### src/lintp_pkg.sv
// ----------------------------------------------------------------------------
// lintp_pkg
// Shared types and constants of the LIN transport-layer response reassembler.
// ----------------------------------------------------------------------------
`timescale 1ns / 1ps
`default_nettype none

package lintp_pkg;

  // Input operation codes, carried in the slave-side tuser.
  localparam logic [1:0] OP_START = 2'd0;
  localparam logic [1:0] OP_FRAME = 2'd1;
  localparam logic [1:0] OP_TICK  = 2'd2;

  // Result kinds, carried in the master-side tuser.
  localparam logic [1:0] KIND_PAYLOAD = 2'd0;
  localparam logic [1:0] KIND_SUCCESS = 2'd1;
  localparam logic [1:0] KIND_ABORT   = 2'd2;
  localparam logic [1:0] KIND_FAIL    = 2'd3;

  // PCI frame types (high nibble).
  localparam logic [3:0] PCI_SINGLE = 4'd0;
  localparam logic [3:0] PCI_FIRST  = 4'd1;
  localparam logic [3:0] PCI_CONSEC = 4'd2;

  localparam logic [7:0]  BCAST_NAD     = 8'd127;
  localparam logic [15:0] TIMEOUT_RESET = 16'd50;
  localparam logic [11:0] SF_MAX_LEN    = 12'd6;

  // Configuration register indexes.
  localparam logic REG_TIMEOUT = 1'b0;

  // Reception phase of the protocol.
  typedef enum logic [1:0] {
    PH_IDLE,
    PH_WAIT,
    PH_CONS
  } phase_t;

  // Controller states.
  typedef enum logic [1:0] {
    ST_IDLE,
    ST_EVAL,
    ST_EMIT
  } state_t;

  // Commands from the controller to the datapath.
  typedef struct packed {
    logic cap;   // capture the incoming request
    logic eval;  // apply the request to the protocol state and plan results
    logic load;  // move the next planned result into the output register
  } cmd_t;

  // Status from the datapath to the controller.
  typedef struct packed {
    logic pending;    // at least one planned result not yet loaded
    logic final_one;  // the next result to load is the last one
    logic out_free;   // output register can take a result this cycle
  } status_t;

endpackage

`default_nettype wire

### src/lin_tp_reassembler_unit.sv
// ----------------------------------------------------------------------------
// lin_tp_reassembler_unit
// LIN diagnostic transport-layer receiver: reassembles response frames.
// ----------------------------------------------------------------------------
// Each request (start, received frame or millisecond tick) is taken one at a
// time: it is accepted in ST_IDLE, evaluated against the protocol state in
// ST_EVAL, then its results are loaded one per cycle in ST_EMIT while the
// output side is ready. A frame yields up to six payload bytes and a status.
// The pace is set by the single output register, which moves one result per
// cycle when not stalled. The next request is accepted as soon as its
// predecessor's last result sits in that register.
// The timeout register lies at byte address 0 of the APB port.
`timescale 1ns / 1ps
`default_nettype none

module lin_tp_reassembler_unit (
  input  wire logic        clk,
  input  wire logic        rst,
  // Request stream.
  input  wire logic        s_tvalid,
  output logic             s_tready,
  // s_tdata: req_nad[7:0], req_new_nad[15:8], frame_nad[23:16],
  //          frame_pci[31:24], frame_data[79:32]
  input  wire logic [79:0] s_tdata,
  // s_tuser: op[1:0]
  input  wire logic [1:0]  s_tuser,
  // Result stream.
  output logic             m_tvalid,
  input  wire logic        m_tready,
  // m_tdata: data_byte[7:0], byte_index[19:8], result_nad[27:20], zero[31:28]
  output logic [31:0]      m_tdata,
  // m_tuser: kind[1:0]
  output logic [1:0]       m_tuser,
  output logic             m_tlast,
  // Configuration port.
  input  wire logic        psel,
  input  wire logic        penable,
  input  wire logic        pwrite,
  input  wire logic [2:0]  paddr,
  input  wire logic [31:0] pwdata,
  output logic [31:0]      prdata,
  output logic             pready
);

  lintp_pkg::cmd_t    cmd;
  lintp_pkg::status_t sts;
  logic [15:0]        timeout_ticks;
  logic               reg_idx;

  // Register decode: one 32-bit register per word.
  assign reg_idx = paddr[2];
  assign pready  = 1'b1;

  always_ff @(posedge clk) begin
    if (rst) begin
      timeout_ticks <= lintp_pkg::TIMEOUT_RESET;
    end else if (psel && penable && pwrite && pready &&
                 (reg_idx == lintp_pkg::REG_TIMEOUT)) begin
      timeout_ticks <= pwdata[15:0];
    end
  end

  always_comb begin
    unique case (reg_idx)
      lintp_pkg::REG_TIMEOUT: prdata = {16'd0, timeout_ticks};
      default:                prdata = 32'd0;
    endcase
  end

  lintp_ctrl u_ctrl (
    .clk      (clk),
    .rst      (rst),
    .s_tvalid (s_tvalid),
    .s_tready (s_tready),
    .sts      (sts),
    .cmd      (cmd)
  );

  lintp_datapath u_datapath (
    .clk           (clk),
    .rst           (rst),
    .timeout_ticks (timeout_ticks),
    .in_op         (s_tuser),
    .in_data       (s_tdata),
    .cmd           (cmd),
    .sts           (sts),
    .m_tvalid      (m_tvalid),
    .m_tready      (m_tready),
    .m_tdata       (m_tdata),
    .m_tuser       (m_tuser),
    .m_tlast       (m_tlast)
  );

endmodule

`default_nettype wire

### src/lintp_ctrl.sv
// ----------------------------------------------------------------------------
// lintp_ctrl
// Controller: accepts one request, has it evaluated, then sequences results.
// ----------------------------------------------------------------------------
`timescale 1ns / 1ps
`default_nettype none

module lintp_ctrl (
  input  wire logic              clk,
  input  wire logic              rst,
  input  wire logic              s_tvalid,
  output logic                   s_tready,
  input  wire lintp_pkg::status_t sts,
  output lintp_pkg::cmd_t        cmd
);

  lintp_pkg::state_t state, state_next;

  // State register.
  always_ff @(posedge clk) begin
    if (rst) begin
      state <= lintp_pkg::ST_IDLE;
    end else begin
      state <= state_next;
    end
  end

  // Next-state logic.
  always_comb begin
    state_next = state;
    unique case (state)
      lintp_pkg::ST_IDLE: begin
        if (s_tvalid) state_next = lintp_pkg::ST_EVAL;
      end
      lintp_pkg::ST_EVAL: begin
        state_next = lintp_pkg::ST_EMIT;
      end
      lintp_pkg::ST_EMIT: begin
        if (!sts.pending) begin
          state_next = lintp_pkg::ST_IDLE;
        end else if (sts.out_free && sts.final_one) begin
          state_next = lintp_pkg::ST_IDLE;
        end
      end
      default: state_next = lintp_pkg::ST_IDLE;
    endcase
  end

  // Output logic.
  always_comb begin
    s_tready = 1'b0;
    cmd      = '0;
    unique case (state)
      lintp_pkg::ST_IDLE: begin
        s_tready = 1'b1;
        cmd.cap  = s_tvalid;
      end
      lintp_pkg::ST_EVAL: begin
        cmd.eval = 1'b1;
      end
      lintp_pkg::ST_EMIT: begin
        cmd.load = sts.pending && sts.out_free;
      end
      default: ;
    endcase
  end

endmodule

`default_nettype wire

### src/lintp_datapath.sv
// ----------------------------------------------------------------------------
// lintp_datapath
// Protocol state, request capture, result planning and the output register.
// ----------------------------------------------------------------------------
`timescale 1ns / 1ps
`default_nettype none

module lintp_datapath (
  input  wire logic               clk,
  input  wire logic               rst,
  input  wire logic [15:0]        timeout_ticks,
  input  wire logic [1:0]         in_op,
  input  wire logic [79:0]        in_data,
  input  wire lintp_pkg::cmd_t    cmd,
  output lintp_pkg::status_t      sts,
  output logic                    m_tvalid,
  input  wire logic               m_tready,
  output logic [31:0]             m_tdata,
  output logic [1:0]              m_tuser,
  output logic                    m_tlast
);

  // Captured request.
  logic [1:0]  op;
  logic [7:0]  req_nad;
  logic [7:0]  req_new_nad;
  logic [7:0]  frame_nad;
  logic [7:0]  frame_pci;
  logic [47:0] frame_data;

  // Protocol state.
  lintp_pkg::phase_t phase, phase_next;
  logic [7:0]  accepted_nad, accepted_nad_next;
  logic [7:0]  expected_nad, expected_nad_next;
  logic [7:0]  changed_nad, changed_nad_next;
  logic [11:0] announced_len, announced_len_next;
  logic [11:0] received_len, received_len_next;
  logic [3:0]  seq_count, seq_count_next;
  logic [15:0] ticks_left, ticks_left_next;

  // Result plan.
  logic [47:0] emit_data, emit_data_next;
  logic [2:0]  emit_left, emit_left_next;
  logic [11:0] emit_idx, emit_idx_next;
  logic        st_pending, st_pending_next;
  logic [1:0]  st_kind, st_kind_next;
  logic [7:0]  st_nad, st_nad_next;

  // Evaluation helpers.
  logic [3:0]  frame_type;
  logic [3:0]  pci_low;
  logic [7:0]  acc_upd;
  logic [7:0]  succ_nad;
  logic [11:0] ff_len;
  logic [11:0] remain;
  logic [2:0]  take;
  logic [11:0] rec_sum;
  logic [16:0] tick_sum;

  assign frame_type = frame_pci[7:4];
  assign pci_low    = frame_pci[3:0];
  assign ff_len     = {pci_low, frame_data[47:40]};
  assign remain     = announced_len - received_len;
  assign take       = (remain < 12'd6) ? remain[2:0] : 3'd6;
  assign rec_sum    = received_len + {9'd0, take};
  assign tick_sum   = {1'b0, ticks_left} + {1'b0, timeout_ticks};

  // Address the waiting phase would accept this frame under.
  assign acc_upd = ((accepted_nad == lintp_pkg::BCAST_NAD) || (frame_nad == changed_nad))
                   ? frame_nad : accepted_nad;

  // Address reported on success, taken after the accepted address is updated.
  always_comb begin
    logic [7:0] acc_now;
    acc_now = (phase == lintp_pkg::PH_WAIT) ? acc_upd : accepted_nad;
    if ((expected_nad == lintp_pkg::BCAST_NAD) || (changed_nad != 8'd0)) begin
      succ_nad = acc_now;
    end else begin
      succ_nad = expected_nad;
    end
  end

  // Request evaluation: next protocol state and the plan of results.
  always_comb begin
    phase_next         = phase;
    accepted_nad_next  = accepted_nad;
    expected_nad_next  = expected_nad;
    changed_nad_next   = changed_nad;
    announced_len_next = announced_len;
    received_len_next  = received_len;
    seq_count_next     = seq_count;
    ticks_left_next    = ticks_left;
    emit_data_next     = frame_data;
    emit_left_next     = 3'd0;
    emit_idx_next      = 12'd0;
    st_pending_next    = 1'b0;
    st_kind_next       = lintp_pkg::KIND_FAIL;
    st_nad_next        = expected_nad;

    case (op)
      lintp_pkg::OP_START: begin
        expected_nad_next  = req_nad;
        accepted_nad_next  = req_nad;
        changed_nad_next   = req_new_nad;
        announced_len_next = 12'd0;
        received_len_next  = 12'd0;
        seq_count_next     = 4'd0;
        ticks_left_next    = timeout_ticks;
        phase_next         = lintp_pkg::PH_WAIT;
      end
      lintp_pkg::OP_TICK: begin
        if (phase != lintp_pkg::PH_IDLE) begin
          if (ticks_left <= 16'd1) begin
            ticks_left_next = 16'd0;
            phase_next      = lintp_pkg::PH_IDLE;
            st_pending_next = 1'b1;
          end else begin
            ticks_left_next = ticks_left - 16'd1;
          end
        end
      end
      lintp_pkg::OP_FRAME: begin
        if (phase == lintp_pkg::PH_WAIT) begin
          accepted_nad_next = acc_upd;
          if (acc_upd == frame_nad) begin
            if ((frame_type == lintp_pkg::PCI_SINGLE) &&
                ({8'd0, pci_low} <= lintp_pkg::SF_MAX_LEN)) begin
              // Single frame: its bytes, then success or failure when empty.
              emit_left_next  = pci_low[2:0];
              phase_next      = lintp_pkg::PH_IDLE;
              st_pending_next = 1'b1;
              if (pci_low == 4'd0) begin
                st_kind_next = lintp_pkg::KIND_FAIL;
                st_nad_next  = expected_nad;
              end else begin
                st_kind_next = lintp_pkg::KIND_SUCCESS;
                st_nad_next  = succ_nad;
              end
            end else if ((frame_type == lintp_pkg::PCI_FIRST) &&
                         (ff_len > lintp_pkg::SF_MAX_LEN)) begin
              // First frame: five bytes after the length byte, no status yet.
              announced_len_next = ff_len;
              emit_data_next     = {frame_data[39:0], 8'd0};
              emit_left_next     = 3'd5;
              received_len_next  = 12'd5;
              seq_count_next     = 4'd1;
              ticks_left_next    = timeout_ticks;
              phase_next         = lintp_pkg::PH_CONS;
            end else begin
              accepted_nad_next = expected_nad;
            end
          end
        end else if (phase == lintp_pkg::PH_CONS) begin
          if ((frame_nad != accepted_nad) || (frame_type != lintp_pkg::PCI_CONSEC) ||
              (pci_low != seq_count)) begin
            phase_next      = lintp_pkg::PH_IDLE;
            st_pending_next = 1'b1;
            st_kind_next    = lintp_pkg::KIND_ABORT;
            st_nad_next     = expected_nad;
          end else begin
            emit_left_next    = take;
            emit_idx_next     = received_len;
            received_len_next = rec_sum;
            seq_count_next    = seq_count + 4'd1;
            ticks_left_next   = tick_sum[16] ? 16'hFFFF : tick_sum[15:0];
            if (rec_sum == announced_len) begin
              phase_next      = lintp_pkg::PH_IDLE;
              st_pending_next = 1'b1;
              st_kind_next    = lintp_pkg::KIND_SUCCESS;
              st_nad_next     = succ_nad;
            end
          end
        end
      end
      default: ;
    endcase
  end

  // Status toward the controller.
  assign sts.pending   = (emit_left != 3'd0) || st_pending;
  assign sts.final_one = ((emit_left == 3'd1) && !st_pending) ||
                         ((emit_left == 3'd0) && st_pending);
  assign sts.out_free  = !m_tvalid || m_tready;

  // Request capture.
  always_ff @(posedge clk) begin
    if (cmd.cap) begin
      op          <= in_op;
      req_nad     <= in_data[7:0];
      req_new_nad <= in_data[15:8];
      frame_nad   <= in_data[23:16];
      frame_pci   <= in_data[31:24];
      frame_data  <= in_data[79:32];
    end
  end

  // Protocol state registers.
  always_ff @(posedge clk) begin
    if (rst) begin
      phase         <= lintp_pkg::PH_IDLE;
      accepted_nad  <= 8'd0;
      expected_nad  <= 8'd0;
      changed_nad   <= 8'd0;
      announced_len <= 12'd0;
      received_len  <= 12'd0;
      seq_count     <= 4'd0;
      ticks_left    <= 16'd0;
    end else if (cmd.eval) begin
      phase         <= phase_next;
      accepted_nad  <= accepted_nad_next;
      expected_nad  <= expected_nad_next;
      changed_nad   <= changed_nad_next;
      announced_len <= announced_len_next;
      received_len  <= received_len_next;
      seq_count     <= seq_count_next;
      ticks_left    <= ticks_left_next;
    end
  end

  // Result plan: loaded on evaluation, consumed one result per load.
  always_ff @(posedge clk) begin
    if (rst) begin
      emit_left  <= 3'd0;
      st_pending <= 1'b0;
    end else if (cmd.eval) begin
      emit_left  <= emit_left_next;
      st_pending <= st_pending_next;
    end else if (cmd.load) begin
      if (emit_left != 3'd0) begin
        emit_left <= emit_left - 3'd1;
      end else begin
        st_pending <= 1'b0;
      end
    end
  end

  always_ff @(posedge clk) begin
    if (cmd.eval) begin
      emit_data <= emit_data_next;
      emit_idx  <= emit_idx_next;
      st_kind   <= st_kind_next;
      st_nad    <= st_nad_next;
    end else if (cmd.load && (emit_left != 3'd0)) begin
      emit_data <= {emit_data[39:0], 8'd0};
      emit_idx  <= emit_idx + 12'd1;
    end
  end

  // Output register.
  always_ff @(posedge clk) begin
    if (rst) begin
      m_tvalid <= 1'b0;
    end else if (cmd.load) begin
      m_tvalid <= 1'b1;
    end else if (m_tready) begin
      m_tvalid <= 1'b0;
    end
  end

  always_ff @(posedge clk) begin
    if (cmd.load) begin
      m_tlast <= sts.final_one;
      if (emit_left != 3'd0) begin
        m_tuser <= lintp_pkg::KIND_PAYLOAD;
        m_tdata <= {4'd0, 8'd0, emit_idx, emit_data[47:40]};
      end else begin
        m_tuser <= st_kind;
        m_tdata <= {4'd0, st_nad, 12'd0, 8'd0};
      end
    end
  end

`ifndef SYNTHESIS
  // While consecutive frames are expected, the message is never yet complete.
  assert property (@(posedge clk) disable iff (rst)
    (phase == lintp_pkg::PH_CONS) |-> (received_len < announced_len))
    else $error("consecutive phase with complete message");

  // A multi-frame message always announces more than a single frame holds.
  assert property (@(posedge clk) disable iff (rst)
    (phase == lintp_pkg::PH_CONS) |-> (announced_len > lintp_pkg::SF_MAX_LEN))
    else $error("consecutive phase with short announced length");

  // A result is only loaded into a free output register.
  assert property (@(posedge clk) disable iff (rst)
    cmd.load |-> (!m_tvalid || m_tready))
    else $error("result loaded over a waiting result");

  // A new request is only captured after all results of the last one are loaded.
  assert property (@(posedge clk) disable iff (rst)
    cmd.cap |-> !sts.pending)
    else $error("request captured with results outstanding");
`endif

endmodule

`default_nettype wire
### config.mk
export PLATFORM = sky130hd
export DESIGN_NAME = lin_tp_reassembler_unit
export DESIGN_NICKNAME = d
export VERILOG_FILES = /design/src/lintp_pkg.sv /design/src/lin_tp_reassembler_unit.sv /design/src/lintp_ctrl.sv /design/src/lintp_datapath.sv
export SDC_FILE = /design/constraint.sdc
export NUM_CORES = 1
export LEC_CHECK = 0
export ABC_AREA = 1
export BUFFER_PORTS_ARGS = -buffer_cell sky130_fd_sc_hd__buf_4
export CORE_UTILIZATION = 35
export CTS_BUF_LIST = sky130_fd_sc_hd__clkbuf_16
export DETAILED_ROUTE_END_ITERATION = 8
export GPL_TIMING_DRIVEN = 0
export MAX_ROUTING_LAYER = met4
export PLACE_DENSITY = 0.52
export SLEW_MARGIN = 20
export SYNTH_ARGS = -nofsm -noshare
export SYNTH_HDL_FRONTEND = slang
export SYNTH_SLANG_ARGS = --single-unit
### constraint.sdc
create_clock -name clk -period 11 [get_ports clk]
set_input_delay 1.65 -clock clk [delete_from_list [all_inputs] [get_ports clk]]
set_output_delay 1.65 -clock clk [all_outputs]
set_load 0.01 [all_outputs]
## Yosys cells after proc, flatten, opt, wreduce, memory -nomap -nowiden

Cells that the tools add are included.

- Bits in registers: 280
- Input bits: 124
- Output and inout port bits: 70
- Logic and storage cells: 223

- Add/subtract/negate cells: 7
- Magnitude comparators: 4
- Eq/ne operators: 32
- Multiplexer cells: 109
- Bitwise operators: 1
- Reductions and logical operators: 42

Operators with widths:

| kind | count |
|---|---|
| $mux 48 | 7 |
| $mux 12 | 16 |
| $mux 16 | 10 |
| $mux 8 | 15 |
| $pmux 12 s2 | 2 |
| $pmux 16 s3 | 1 |
| $mux 2 | 19 |
| $mux 3 | 11 |
| $mux 4 | 6 |
| $add 16x16->17 | 1 |
| $mux 1 | 17 |
| $eq 8x7->1 const B | 2 |
| $eq 8x8->1 | 2 |
| $le 16x1->1 const B | 1 |
| $pmux 8 s2 | 1 |
| $reduce_and 8->1 | 2 |
| $sub 16x1->16 const B | 1 |
| $add 12x1->12 const B | 1 |
| $add 12x3->12 | 1 |
| $eq 12x12->1 | 1 |
| $gt 12x3->1 const B | 1 |
| $lt 12x3->1 const B | 1 |
| $ne 3x3->1 const B | 4 |
| $pmux 2 s3 | 2 |
| 33 further kinds | 70 |

## Longest topological paths before layout

Gate-level depths: netlist of the first run.

- Depth in word-level cells: 11
- Depth in mapped cells: 33
- Mapped depth without buffers: 33

## Modules after synthesis

Synthesis of the first run repeated with hierarchy kept, for this count alone.

- Cell total of the unflattened synthesis: 1910
- Area, all modules: 15459.8 um^2

By module, submodules not included:

| module | times used | cells an instance | area an instance (um^2) | seq. area each (um^2) |
|---|---|---|---|---|
| lintp_datapath | 1 | 1739 | 14330.0 | 6996.7 |
| lin_tp_reassembler_unit | 1 | 156 | 1023.5 | 320.3 |
| lintp_ctrl | 1 | 15 | 106.4 | 40.0 |

## Worst setup path before layout of the first run

OpenSTA, ideal clock, no wires.

- Kind: in2reg
- Start point: input port s_tvalid
- End point: register u_datapath.frame_data[0] (enable)
- Setup time: 0.523 ns
- Data arrival time: 5.097 ns
- Required time: 10.477 ns
- Slack: 5.381 ns
- Stages: 2
- Buffers on the path: 0
- Cells stage by stage: inv_1 > nor2_1

RTL lines:

| what | RTL line | text |
|---|---|---|
| start: declaration | lin_tp_reassembler_unit.sv:20 | `input wire logic s_tvalid,` |
| end signal: assignment | lintp_datapath.sv:193 | `frame_data <= in_data[79:32];` |
| end: declaration | lintp_datapath.sv:29 | `logic [47:0] frame_data;` |

## Worst setup path in the final report of the first run

- Start point: register u_datapath.announced_len[0]
- End point: register u_datapath.st_kind[1], data pin

- Cells in the longest elaborated chain, start to end: 9

Ends and longest elaborated chain:

| what | RTL line | text |
|---|---|---|
| start: declaration | lintp_datapath.sv:36 | `logic [11:0] announced_len, announced_len_next;` |
| start signal: assignment | lintp_datapath.sv:213 | `announced_len <= announced_len_next;` |
| $sub 12x12->12 | lintp_datapath.sv:63 | `assign remain = announced_len - received_len;` |
| $lt 12x3->1 | lintp_datapath.sv:64 | `assign take = (remain < 12'd6) ? remain[2:0] : 3'd6;` |
| $mux 3 | lintp_datapath.sv:64 |  |
| $add 12x3->12 | lintp_datapath.sv:65 | `assign rec_sum = received_len + {9'd0, take};` |
| $eq 12x12->1 (*) | lintp_datapath.sv:166 | `if (rec_sum == announced_len) begin` |
| $mux 2 (*) | lintp_datapath.sv:166 |  |
| $mux 2 (*) | lintp_datapath.sv:154 | `if ((frame_nad != accepted_nad) \|\| (frame_type != lintp_pkg::PCI_CONSEC) \|\|` |
| $mux 2 (*) | lintp_datapath.sv:153 | `end else if (phase == lintp_pkg::PH_CONS) begin` |
| $mux 2 (*) | lintp_datapath.sv:123 | `if (phase == lintp_pkg::PH_WAIT) begin` |
| end signal: assignment | lintp_datapath.sv:241 | `st_kind <= st_kind_next;` |
| end: declaration | lintp_datapath.sv:46 | `logic [1:0] st_kind, st_kind_next;` |

Mark *: on every way between the ends. The rest lies on a longest branch, timed or not.
A chain may end at the register's enable or synchronous reset.

==> results of run 1 <==
## area by class of cell
| class | count | area (um^2) | area share [%] |
|---|---|---|---|
| sequential | 276 | 7360 | 40.7 |
| timing repair buffer | 158 | 1270 | 7.04 |
| tap | 539 | 674 | 3.73 |
| clock buffer | 36 | 901 | 4.99 |
| inverter | 207 | 783 | 4.34 |
| clock inverter | 26 | 164 | 0.908 |
| buffer | 86 | 484 | 2.68 |
| multi-input combinational | 1295 | 6420 | 35.6 |
## power by group
part,internal (mW),switching (mW)
sequential,1.17,0.0344
clock,0.620,0.461
combinational,0.133,0.224
## worst register-to-register path, delay by kind of cell, from the launching register on
kind | cells | cell delay [ns]
AO/OA/AOI/OAI | 1 | 0.15
adder cells (fa/ha/maj) | 4 | 1.17
flip-flops | 1 | 0.35
AND/OR/NAND/NOR | 20 | 2.46
buffers and inverters | 3 | 0.31
## Yosys cell counts (4+ instances only)
cell      instances  area (um^2)
o21bai_1          4         30.0
nand2_2           6         37.5
nand3_1         116          581
xor2_1           15          131
o211ai_1         14          105
edfxtp_1        183         5500
clkbuf_1         46          173
nor2_1          215          807
buf_2             5         25.0
nand2_1         401         1510
o21ai_1          26          130
buf_4            27          203
inv_2            14         52.6
a21o_1            4         30.0
o21ai_0         180          901
a21oi_1         134          671
xnor2_1          11         96.3
buf_6             7         78.8
nor3_1           18         90.1
nor2_2            4         25.0
inv_1           190          713
dfxtp_1          93         1860
nand3b_1         12         90.1
o22ai_1           8         50.1
nand4_1          23          144
ha_1             41          513
## final timing paths
| kind | startpoint | endpoint | slack (ns) | depth (start not counted) |
|---|---|---|---|---|
| worst max register to register | u_datapath.announced_len[0] | u_datapath.st_kind[1] | 6.31 | 28 |
| worst min register to register | u_datapath.seq_count[3] | u_datapath.seq_count[3] | 0.49 | 2 |
| worst min-delay path | u_datapath.seq_count[3] | u_datapath.seq_count[3] | 0.49 | 2 |
| worst max-delay path | u_datapath.announced_len[0] | u_datapath.st_kind[1] | 6.31 | 28 |
## metal layers
layer | wire [um] | up-vias | part of all wire [%]
met3 | 2280 | 59 | 5.2
met4 | 1060 | 0 | 2.4
met5 | 0 | - | 0
met2 | 20500 | 360 | 46
met1 | 20300 | 6085 | 46
li1 | - | 6584 | -
## kinds of logic (layout without fill, tap and decap cells)
kind of cell    after synthesis  count (layout)  synth area share, %
buf+inv                     293             513                 8.45
flops                       276             276                 49.2
simple gates                817             817                 23.2
xor+xnor                     26              26                 1.52
compound gates              387             387                 13.8
fa+ha+maj                    44              44                 3.83
other cells                   2              21               0.0502
## per-stage QoR
step | setup slack [ns] | utilization [%]
finish | 6.31 | 43.0
global route | 5.84 | 43.0
CTS | 6.34 | 43.0
detailed placement | 6.37 | 40.4
global placement | 3.32 | 40.1
floorplan | 5.38 | -
## state kept, by name, indices dropped and copies added, names as in the netlist, 3 cells and up
name and count:
timeout_ticks 16, u_datapath.accepted_nad 8, u_datapath.announced_len 12, u_datapath.changed_nad 8, u_datapath.emit_data 48, u_datapath.emit_idx 12, u_datapath.emit_left 3, u_datapath.expected_nad 8
u_datapath.frame_data 48, u_datapath.frame_nad 8, u_datapath.frame_pci 8, u_datapath.m_tdata 28, u_datapath.received_len 12, u_datapath.req_nad 8, u_datapath.req_new_nad 8, u_datapath.seq_count 4
u_datapath.st_nad 8, u_datapath.ticks_left 16
==> summary.md, run 1 <==
| Metric | Value |
|---|---|
| Placer congestion estimate | `0.915` |
| Combined buffer and inverter count along the critical path | `3` |
| Kind of cell adding the most delay to the critical path | `simple AND/OR/NAND/NOR gates` |
| DIE HEIGHT | `209 um` |
| Cell Pwr Density | `146 nW/um^2` |
| Worst EP required | `11.31 ns` |
| Leftover overflow at the end of global routing | `0` |
| Worst min path class | `reg2reg` |
| Maximum single-stage delay on the critical path | `0.42 ns` |
| Number of failing hold endpoints at the final stage | `0` |
| Setup TNS | `0 ns` |
| Final standard cell count with taps included and fillers excluded | `2623` |
| Maximum vdd drop | `0.109 mV` |
| Ant diodes | `0` |
| Most frequent standard cell in the layout excluding fill and tap cells | `nand2_1` |
| Starting DRC count in detailed routing | `932` |
| Antenna-violating nets left | `0` |
| Global routing's busiest layer | `met2` |
| Detailed-route wire length per cell | `16.8 um` |
| Count of filler cells inserted in the layout | `4256` |
| Yosys cell types | `52` |
| Post-layout minimum cycle time | `4.69 ns` |
| Max Slew Vio Count | `0` |
| Clock network latency to the later pin of the worst-skew pair | `0.56 ns` |
| Critical path's slowest cell | `fa_1` |
| Status | `finished, final reports clean` |
| Final setup skew | `0.0193 ns` |
| Max Cap Viol | `0` |
| Fmax | `213 MHz` |
| Highest-count cells in the layout ignoring fill and taps | `nand2_1 (401), nor2_1 (213), inv_1 (198)` |
| Routed via count | `13100` |
| Critical path launch point type | `flop` |
| Post-synthesis instance total | `1845` |
| Yosys warning count | `0` |
| Cells after DPL | `2561` |
| Final count of negative-setup-slack endpoints | `0` |
| Synthesized area per cell | `8.11 um^2` |
| Total Routed Length | `44100 um` |
| Vias/cell | `4.99` |
| Syn-to-layout area delta | `20.7%` |
| Inserted Clock Buffers | `34` |
| Remaining max-slew budget at the tightest pin | `51.5%` |
| Effective utilization at floorplan | `35.6%` |
| Total Routing Usage GR | `21.1%` |
| GR Util met3 | `2.90%` |
| Drt drc | `0` |
| Leakage power | `7.73 nW` |
| Buffers from clock root to sink, at most | `3` |
| Nets@finish | `2226` |
| Final Instance Area | `18100 um^2` |
| Transition time at the pin with the least slew margin | `0.725 ns` |
| Final hold slack | `0.495 ns` |
| Critical Setup Path Class | `reg2reg` |
| Setup repair after global routing missed its margin | `no` |
| Worst-path maximum fanout | `9` |
| Overall power | `2.64 mW` |
| Number of sinks handled by clock tree synthesis | `276` |
| # port buffers | `153` |
| Site Rows | `75` |
| CP most frequent cell | `nand2_1` |
| GRT met1 Usage | `27.9%` |
| Netlist area before placement | `15000 um^2` |
| Clock slew at the register clock pins of the worst setup and hold paths | `0.06 ns` |
| Antenna violations before repair | `0` |
| Endpoint type of the worst setup path | `flop` |
| TritonCTS clock tree | `yes` |
| Share of synthesized registers carrying an async set or reset | `0%` |
| Setup repair bufs after CTS | `0` |
| Layout cells sized above 1 | `14.1%` |
| Data arrival, critical path | `4.99 ns` |
| Fraction of met2 tracks used by global routing | `33.1%` |
| Via count of the first global-routing pass | `12700` |
| Detailed placement HPWL | `33300 um` |
| Post-synth top flop | `edfxtp_1` |
| Pin count of the biggest net entering global routing | `35` |
| Count of flip-flops with a built-in enable after synthesis | `183` |
| # hold bufs at CTS | `0` |
| DIE AREA | `43600 um^2` |
| CTS H-tree lvls | `2` |
| Share of the clock period used by the worst path after layout | `42.6%` |
| Proportion of synthesized chip area in sequential cells | `49.2%` |
| Number of register bits inferred by synthesis | `276` |
| Area of the core region | `42000 um^2` |
| Global-route wire length before repair | `69900 um` |
| Post-cts gate resize count | `0` |
| Die Wd | `209 um` |
| Pre-antenna DRT Iters | `5` |
| Total I/O pin count | `194` |
| Root buf cell | `clkbuf_16` |
| Cell area reported after detailed placement | `17000 um^2` |
Power figures use the tool's default switching activity.
==> inputs of run 2 (changes only) <==
- PLACE_DENSITY: 0.52 -> 0.54
- clock period: 11 -> 4 ns (I/O delays scaled with it)
==> summary.md, run 2 (same netlist as run 1, synthesis figures left out) <==
| Metric | Value |
|---|---|
| Clock network latency to the later pin of the worst-skew pair | `0.56 ns (about the same)` |
| Final standard cell count with taps included and fillers excluded | `2643 (was 2623)` |
| Violated checks | `setup timing` |
| Pin count of the biggest net entering global routing | `59 (was 35)` |
| Clock slew at the register clock pins of the worst setup and hold paths | `0.06 ns (about the same)` |
| Cell area reported after detailed placement | `17000 um^2 (about the same)` |
| Detailed placement HPWL | `32900 um (was 33300 um)` |
| Combined buffer and inverter count along the critical path | `2 (was 3)` |
| Most frequent standard cell in the layout excluding fill and tap cells | `nand2_1 (unchanged)` |
| Placer congestion estimate | `0.920 (was 0.915)` |
| Syn-to-layout area delta | `24.1% (was 20.7%)` |
| Final core utilization | `44.2% (was 43.0%)` |
| Maximum vdd drop | `0.231 mV (was 0.109 mV)` |
| Total Routed Length | `44000 um (was 44100 um)` |
| Antenna-violating nets left | `0 (unchanged)` |
| Status | `complete, but fails checks (was finished, final reports clean)` |
| Via count of the first global-routing pass | `12500 (was 12700)` |
| Critical path launch point type | `flop (unchanged)` |
| Max Slew Vio Count | `0 (unchanged)` |
| Worst-path maximum fanout | `6 (was 9)` |
| Worst path depth | `28 (unchanged)` |
| Top flop regs | `u_datapath.emit_data (48), u_datapath.frame_data (48), u_datapath.m_tdata (28) (unchanged)` |
| Area of the core region | `42000 um^2 (unchanged)` |
| Pre-antenna DRT Iters | `5 (unchanged)` |
| Number of sinks handled by clock tree synthesis | `276 (unchanged)` |
| Transition time at the pin with the least slew margin | `1.02 ns (was 0.725 ns)` |
| Worst EP required | `4.31 ns (was 11.31 ns)` |
| Cells after DPL | `2561 (unchanged)` |
| Detailed-route wire length per cell | `16.6 um (was 16.8 um)` |
| Post-layout minimum cycle time | `4.03 ns (was 4.69 ns)` |
| DIE HEIGHT | `209 um (unchanged)` |
| Cell depth of the worst min-delay path | `1 (was 2)` |
| Die Wd | `209 um (unchanged)` |
| Remaining max-slew budget at the tightest pin | `31.8% (was 51.5%)` |
| DIE AREA | `43600 um^2 (unchanged)` |
| Final count of negative-setup-slack endpoints | `3 (was 0)` |
| Number of failing hold endpoints at the final stage | `0 (unchanged)` |
| Inserted Clock Buffers | `34 (unchanged)` |
| Site Rows | `75 (unchanged)` |
| Share of the clock period used by the worst path after layout | `101% (was 42.6%)` |
| Fmax | `248 MHz (was 213 MHz)` |
| CP most frequent cell | `nand2_1 (unchanged)` |
| Vias/cell | `4.99 (about the same)` |
| Ant diodes | `0 (unchanged)` |
| Root buf cell | `clkbuf_16 (unchanged)` |
| CTS H-tree lvls | `2 (unchanged)` |
| Endpoint type of the worst setup path | `flop (unchanged)` |
| Worst min path class | `in2reg (was reg2reg)` |
| Cell Pwr Density | `394 nW/um^2 (was 146 nW/um^2)` |
| Layout cells sized above 1 | `18.0% (was 14.1%)` |
| Critical path's slowest cell | `fa_2 (was fa_1)` |
| Effective utilization at floorplan | `35.6% (unchanged)` |
| Final setup skew | `0.0260 ns (was 0.0193 ns)` |
| Routed via count | `13200 (was 13100)` |
| Highest-count cells in the layout ignoring fill and taps | `nand2_1 (382), nor2_1 (207), inv_1 (198) (was nand2_1 (401), nor2_1 (213), inv_1 (198))` |
| Antenna violations before repair | `0 (unchanged)` |
| Worst-case reg-to-reg path depth | `28 (unchanged)` |
| Worst Setup Slack post-DPL | `-0.559 ns (was 6.37 ns)` |
| # hold bufs at CTS | `0 (unchanged)` |
| Setup repair after global routing missed its margin | `yes (was no)` |
| Buffers from clock root to sink, at most | `3 (unchanged)` |
| Starting DRC count in detailed routing | `850 (was 932)` |
| Final WS setup | `-0.0295 ns (was 6.31 ns)` |
| Data arrival, critical path | `4.34 ns (was 4.99 ns)` |
| Kind of cell adding the most delay to the critical path | `simple AND/OR/NAND/NOR gates (unchanged)` |
| Critical Setup Path Class | `reg2reg (unchanged)` |
| Global-route wire length before repair | `68800 um (was 69900 um)` |
| TritonCTS clock tree | `yes (unchanged)` |
| Drt drc | `0 (unchanged)` |
| Total I/O pin count | `194 (unchanged)` |
| Leakage power | `7.88 nW (was 7.73 nW)` |
| # port buffers | `153 (unchanged)` |
| Max Cap Viol | `0 (unchanged)` |
| Nets@finish | `2247 (was 2226)` |
| Final Instance Area | `18600 um^2 (was 18100 um^2)` |
| Maximum single-stage delay on the critical path | `0.37 ns (was 0.42 ns)` |
| Leftover overflow at the end of global routing | `0 (unchanged)` |
| Total Routing Usage GR | `20.7% (was 21.1%)` |
| Setup TNS | `-0.0369 ns (was 0 ns)` |
[run 2: through the flow]
step	hold slack (ns)	power [mW]
after CTS	0.187	7.34
after floorplan	0.457	3.99
after detailed placement	0.488	4.36
after global placement	0.480	4.33
final	0.217	7.31
after global routing	0.202	7.63
[run 2: final timing paths]
kind / start / endpoint / slack, ns
max: u_datapath.announced_len[0] / u_datapath.st_nad[7] / -0.03
min reg2reg: u_datapath.changed_nad[2] / u_datapath.changed_nad[2] / 0.49
max reg2reg: u_datapath.announced_len[0] / u_datapath.st_nad[7] / -0.03
min: s_tdata[63] / u_datapath.frame_data[31] / 0.22
[run 2: repair_timing]
item / CTS / global route
gates resized for setup: 29 / 56
setup endpoints to repair: 12 / 12
pin swaps: 8 / 28
gates cloned: 1 / 1
buffers inserted: 11 / 8
[run 2: layout make-up]
cell class	count	area, um^2
Clock buffer	34	851
Timing Repair Buffer	177	1410
Buffer	86	483
Sequential cell	276	7360
Inverter	207	790
Clock inverter	27	215
Timing Repair inverter	1	5.00
Fill cell	4225	23500
Tap cell	539	674
Multi-Input combinational cell	1296	6770
[run 2: power by group]
group	switching (mW)	total (mW)	leakage, nW	internal (mW)
logic	0.657	1.06	4.84	0.404
clock network	1.24	2.93	0.559	1.69
registers	0.0951	3.32	2.48	3.22
total	1.99	7.31	7.88	5.32
[run 2: worst reg2reg max path, delay by kind of cell, from the launching register on]
kind | cells | cell delay (ns)
buffers and inverters | 2 | 0.19
AND/OR/NAND/NOR | 22 | 2.32
flip-flops | 1 | 0.34
adder cells (fa/ha/maj) | 4 | 0.96
[run 2: layer usage]
metal / share of wire (%) / up-vias / global-route usage [%] / routed length [um]
met2: 46 / 351 / 32.6 / 20400
met5: 0 / - / - / 0
met1: 46 / 6176 / 27.5 / 20400
met4: 2.2 / 0 / 6.26 / 952
li1: - / 6612 / - / -
met3: 5.1 / 58 / 2.83 / 2260
==> inputs of run 3 (changes only) <==
- CAP_MARGIN: default -> 20
- PLACE_DENSITY: 0.54 -> default
==> summary.md, run 3 (same netlist as run 1, synthesis figures left out) <==
| Metric | Value |
|---|---|
| Status | `complete, but fails checks (unchanged)` |
| Violated checks | `setup timing (unchanged)` |
| Leakage power | `7.88 nW (about the same)` |
| CTS H-tree lvls | `1 (was 2)` |
| Critical path launch point type | `flop (unchanged)` |
| Final setup skew | `0.0210 ns (was 0.0260 ns)` |
| Starting DRC count in detailed routing | `984 (was 850)` |
| Net switching power | `1.94 mW (was 1.99 mW)` |
| Worst-case reg-to-reg path depth | `28 (unchanged)` |
| Detailed-route wire length per cell | `16.6 um (about the same)` |
| Cells after DPL | `2561 (unchanged)` |
| Layout cells sized above 1 | `17.4% (was 18.0%)` |
| Number of failing hold endpoints at the final stage | `0 (unchanged)` |
| Detailed placement HPWL | `32800 um (was 32900 um)` |
| Drt drc | `0 (unchanged)` |
| Start of the worst register-to-register path | `u_datapath.announced_len[0] (unchanged)` |
| Data arrival, critical path | `4.35 ns (was 4.34 ns)` |
| Highest-count cells in the layout ignoring fill and taps | `nand2_1 (392), nor2_1 (206), buf_4 (199) (was nand2_1 (382), nor2_1 (207), inv_1 (198))` |
| Remaining max-slew budget at the tightest pin | `50.9% (was 31.8%)` |
| Root buf cell | `clkbuf_16 (unchanged)` |
| Placer congestion estimate | `0.930 (was 0.920)` |
| Final standard cell count with taps included and fillers excluded | `2640 (was 2643)` |
| Footprint of the multi-input gates | `6710 um^2 (was 6770 um^2)` |
| Setup TNS | `-0.0226 ns (was -0.0369 ns)` |
| Number of sinks handled by clock tree synthesis | `276 (unchanged)` |
| Total I/O pin count | `194 (unchanged)` |
| Worst Setup Slack post-DPL | `-0.584 ns (was -0.559 ns)` |
| Total Routing Usage GR | `20.2% (was 20.7%)` |
| Inserted Clock Buffers | `31 (was 34)` |
| Site Rows | `75 (unchanged)` |
| DIE AREA | `43600 um^2 (unchanged)` |
| Max Slew Vio Count | `0 (unchanged)` |
| Max Cap Viol | `0 (unchanged)` |
| Effective utilization at floorplan | `35.6% (unchanged)` |
| Critical Setup Path Class | `reg2reg (unchanged)` |
| Leftover overflow at the end of global routing | `0 (unchanged)` |
| Final WS setup | `-0.0102 ns (was -0.0295 ns)` |
| Worst-path maximum fanout | `4 (was 6)` |
| DIE HEIGHT | `209 um (unchanged)` |
| Transition time at the pin with the least slew margin | `0.734 ns (was 1.02 ns)` |
| Endpoint type of the worst setup path | `flop (unchanged)` |
| Overall power | `7.42 mW (was 7.31 mW)` |
| # port buffers | `153 (unchanged)` |
| Total Routed Length | `43800 um (was 44000 um)` |
| Routed via count | `13300 (was 13200)` |
| Area of the core region | `42000 um^2 (unchanged)` |
| Vias/cell | `5.03 (was 4.99)` |
| Setup repair after global routing missed its margin | `yes (unchanged)` |
| Critical path's slowest cell | `fa_2 (unchanged)` |
| Fmax | `249 MHz (was 248 MHz)` |
| Pin count of the biggest net entering global routing | `61 (was 59)` |
| Most frequent standard cell in the layout excluding fill and tap cells | `nand2_1 (unchanged)` |
| Count of filler cells inserted in the layout | `4200 (was 4225)` |
| Top flop regs | `u_datapath.emit_data (48), u_datapath.frame_data (48), u_datapath.m_tdata (28) (unchanged)` |
| TritonCTS clock tree | `yes (unchanged)` |
| Die Wd | `209 um (unchanged)` |
| Launch point of the worst path | `u_datapath.announced_len[0] (unchanged)` |
| Maximum single-stage delay on the critical path | `0.39 ns (was 0.37 ns)` |
| Antenna-violating nets left | `0 (unchanged)` |
| Post-layout minimum cycle time | `4.01 ns (was 4.03 ns)` |
| Launch point of the worst hold path | `s_tdata[51] (was s_tdata[63])` |
| Storage cell area | `7370 um^2 (was 7360 um^2)` |
| Worst EP required | `4.34 ns (was 4.31 ns)` |
| Cell depth of the worst min-delay path | `1 (unchanged)` |
| Clock slew at the register clock pins of the worst setup and hold paths | `0.07 ns (was 0.06 ns)` |
| Combinational fraction of design power | `14.3% (was 14.5%)` |
| Worst min path class | `in2reg (unchanged)` |
| Buffers from clock root to sink, at most | `3 (unchanged)` |
| Via count of the first global-routing pass | `12800 (was 12500)` |
| Pre-antenna DRT Iters | `6 (was 5)` |
| Proportion of power drawn by the clock network | `41.0% (was 40.1%)` |
| Net switching share of the total power | `26.2% (was 27.3%)` |
| Final count of negative-setup-slack endpoints | `4 (was 3)` |
| Share of the clock period used by the worst path after layout | `100% (was 101%)` |
| Maximum vdd drop | `0.277 mV (was 0.231 mV)` |
| Nets@finish | `2245 (was 2247)` |
| Global-route wire length before repair | `67900 um (was 68800 um)` |
| Cell Pwr Density | `400 nW/um^2 (was 394 nW/um^2)` |
| Ant diodes | `0 (unchanged)` |
| Antenna violations before repair | `1 (was 0)` |
| Internal Pwr Total | `5.47 mW (was 5.32 mW)` |
| Sequential share of power | `44.7% (was 45.4%)` |
| Clock network latency to the later pin of the worst-skew pair | `0.59 ns (was 0.56 ns)` |
| Syn-to-layout area delta | `23.9% (was 24.1%)` |
## run 3: worst max-delay path, delay by kind of cell, from the launching register on
family	cells	cell delay, ns
AND/OR/NAND/NOR	18	1.71
flip-flops	1	0.34
buffers and inverters	5	0.51
XOR/XNOR	1	0.11
adder cells (fa/ha/maj)	4	1.05
## run 3: through the flow
step                      util, %  hold WS, ns  cell area [um^2]
after floorplan                 -        0.457             15000
after global placement       40.1        0.479             16900
after detailed placement     40.4        0.483             17000
after CTS                    43.8        0.163             18400
after global routing         44.1        0.158             18500
final                        44.1        0.188             18500
## run 3: layout make-up
type                            count  share of cell area [%]
Buffer                             86                    2.61
Clock buffer                       31                    4.18
Clock inverter                     26                    1.67
Inverter                          207                    4.29
Multi-Input combinational cell   1296                    36.2
Sequential cell                   276                    39.7
Tap cell                          539                    3.64
Timing Repair Buffer              178                    7.65
Timing Repair inverter              1                  0.0270
## run 3: power by group through the flow
| stage | clock (mW) | sequential [mW] | combinational, mW |
|---|---|---|---|
| 5_1_grt | 3.21 | 3.33 | 1.18 |
| 4_1_cts | 3.10 | 3.31 | 1.03 |
| 3_3_place_gp | 0 | 3.38 | 0.944 |
| 2_1_floorplan | 0 | 3.34 | 0.643 |
| 6_report | 3.04 | 3.31 | 1.06 |
| 3_5_place_dp | 0 | 3.37 | 0.980 |
## run 3: path summary, 6_finish.rpt
| path | endpoint | slack, ns |
|---|---|---|
| setup / recovery | u_datapath.st_nad[3] | -0.01 |
| hold / removal | u_datapath.frame_data[19] | 0.19 |
| setup reg to reg | u_datapath.st_nad[3] | -0.01 |
| hold reg to reg | u_datapath.emit_left[2] | 0.49 |
## run 3: per-layer routing
layer  part of all wire (%)  global-route usage (%)
met5                      0                       -
met4                    3.1                    7.23
met3                    5.3                    2.34
met2                     47                    32.7
met1                     45                    26.0
## run 3: repair_timing
action / 4_1_cts / 5_1_grt
hold buffers: 0 / 0
buffers inserted: 18 / 2
setup endpoints to repair: 12 / 12
resized for setup: 43 / 27
pin swaps: 21 / 25
cloned: 2 / 0
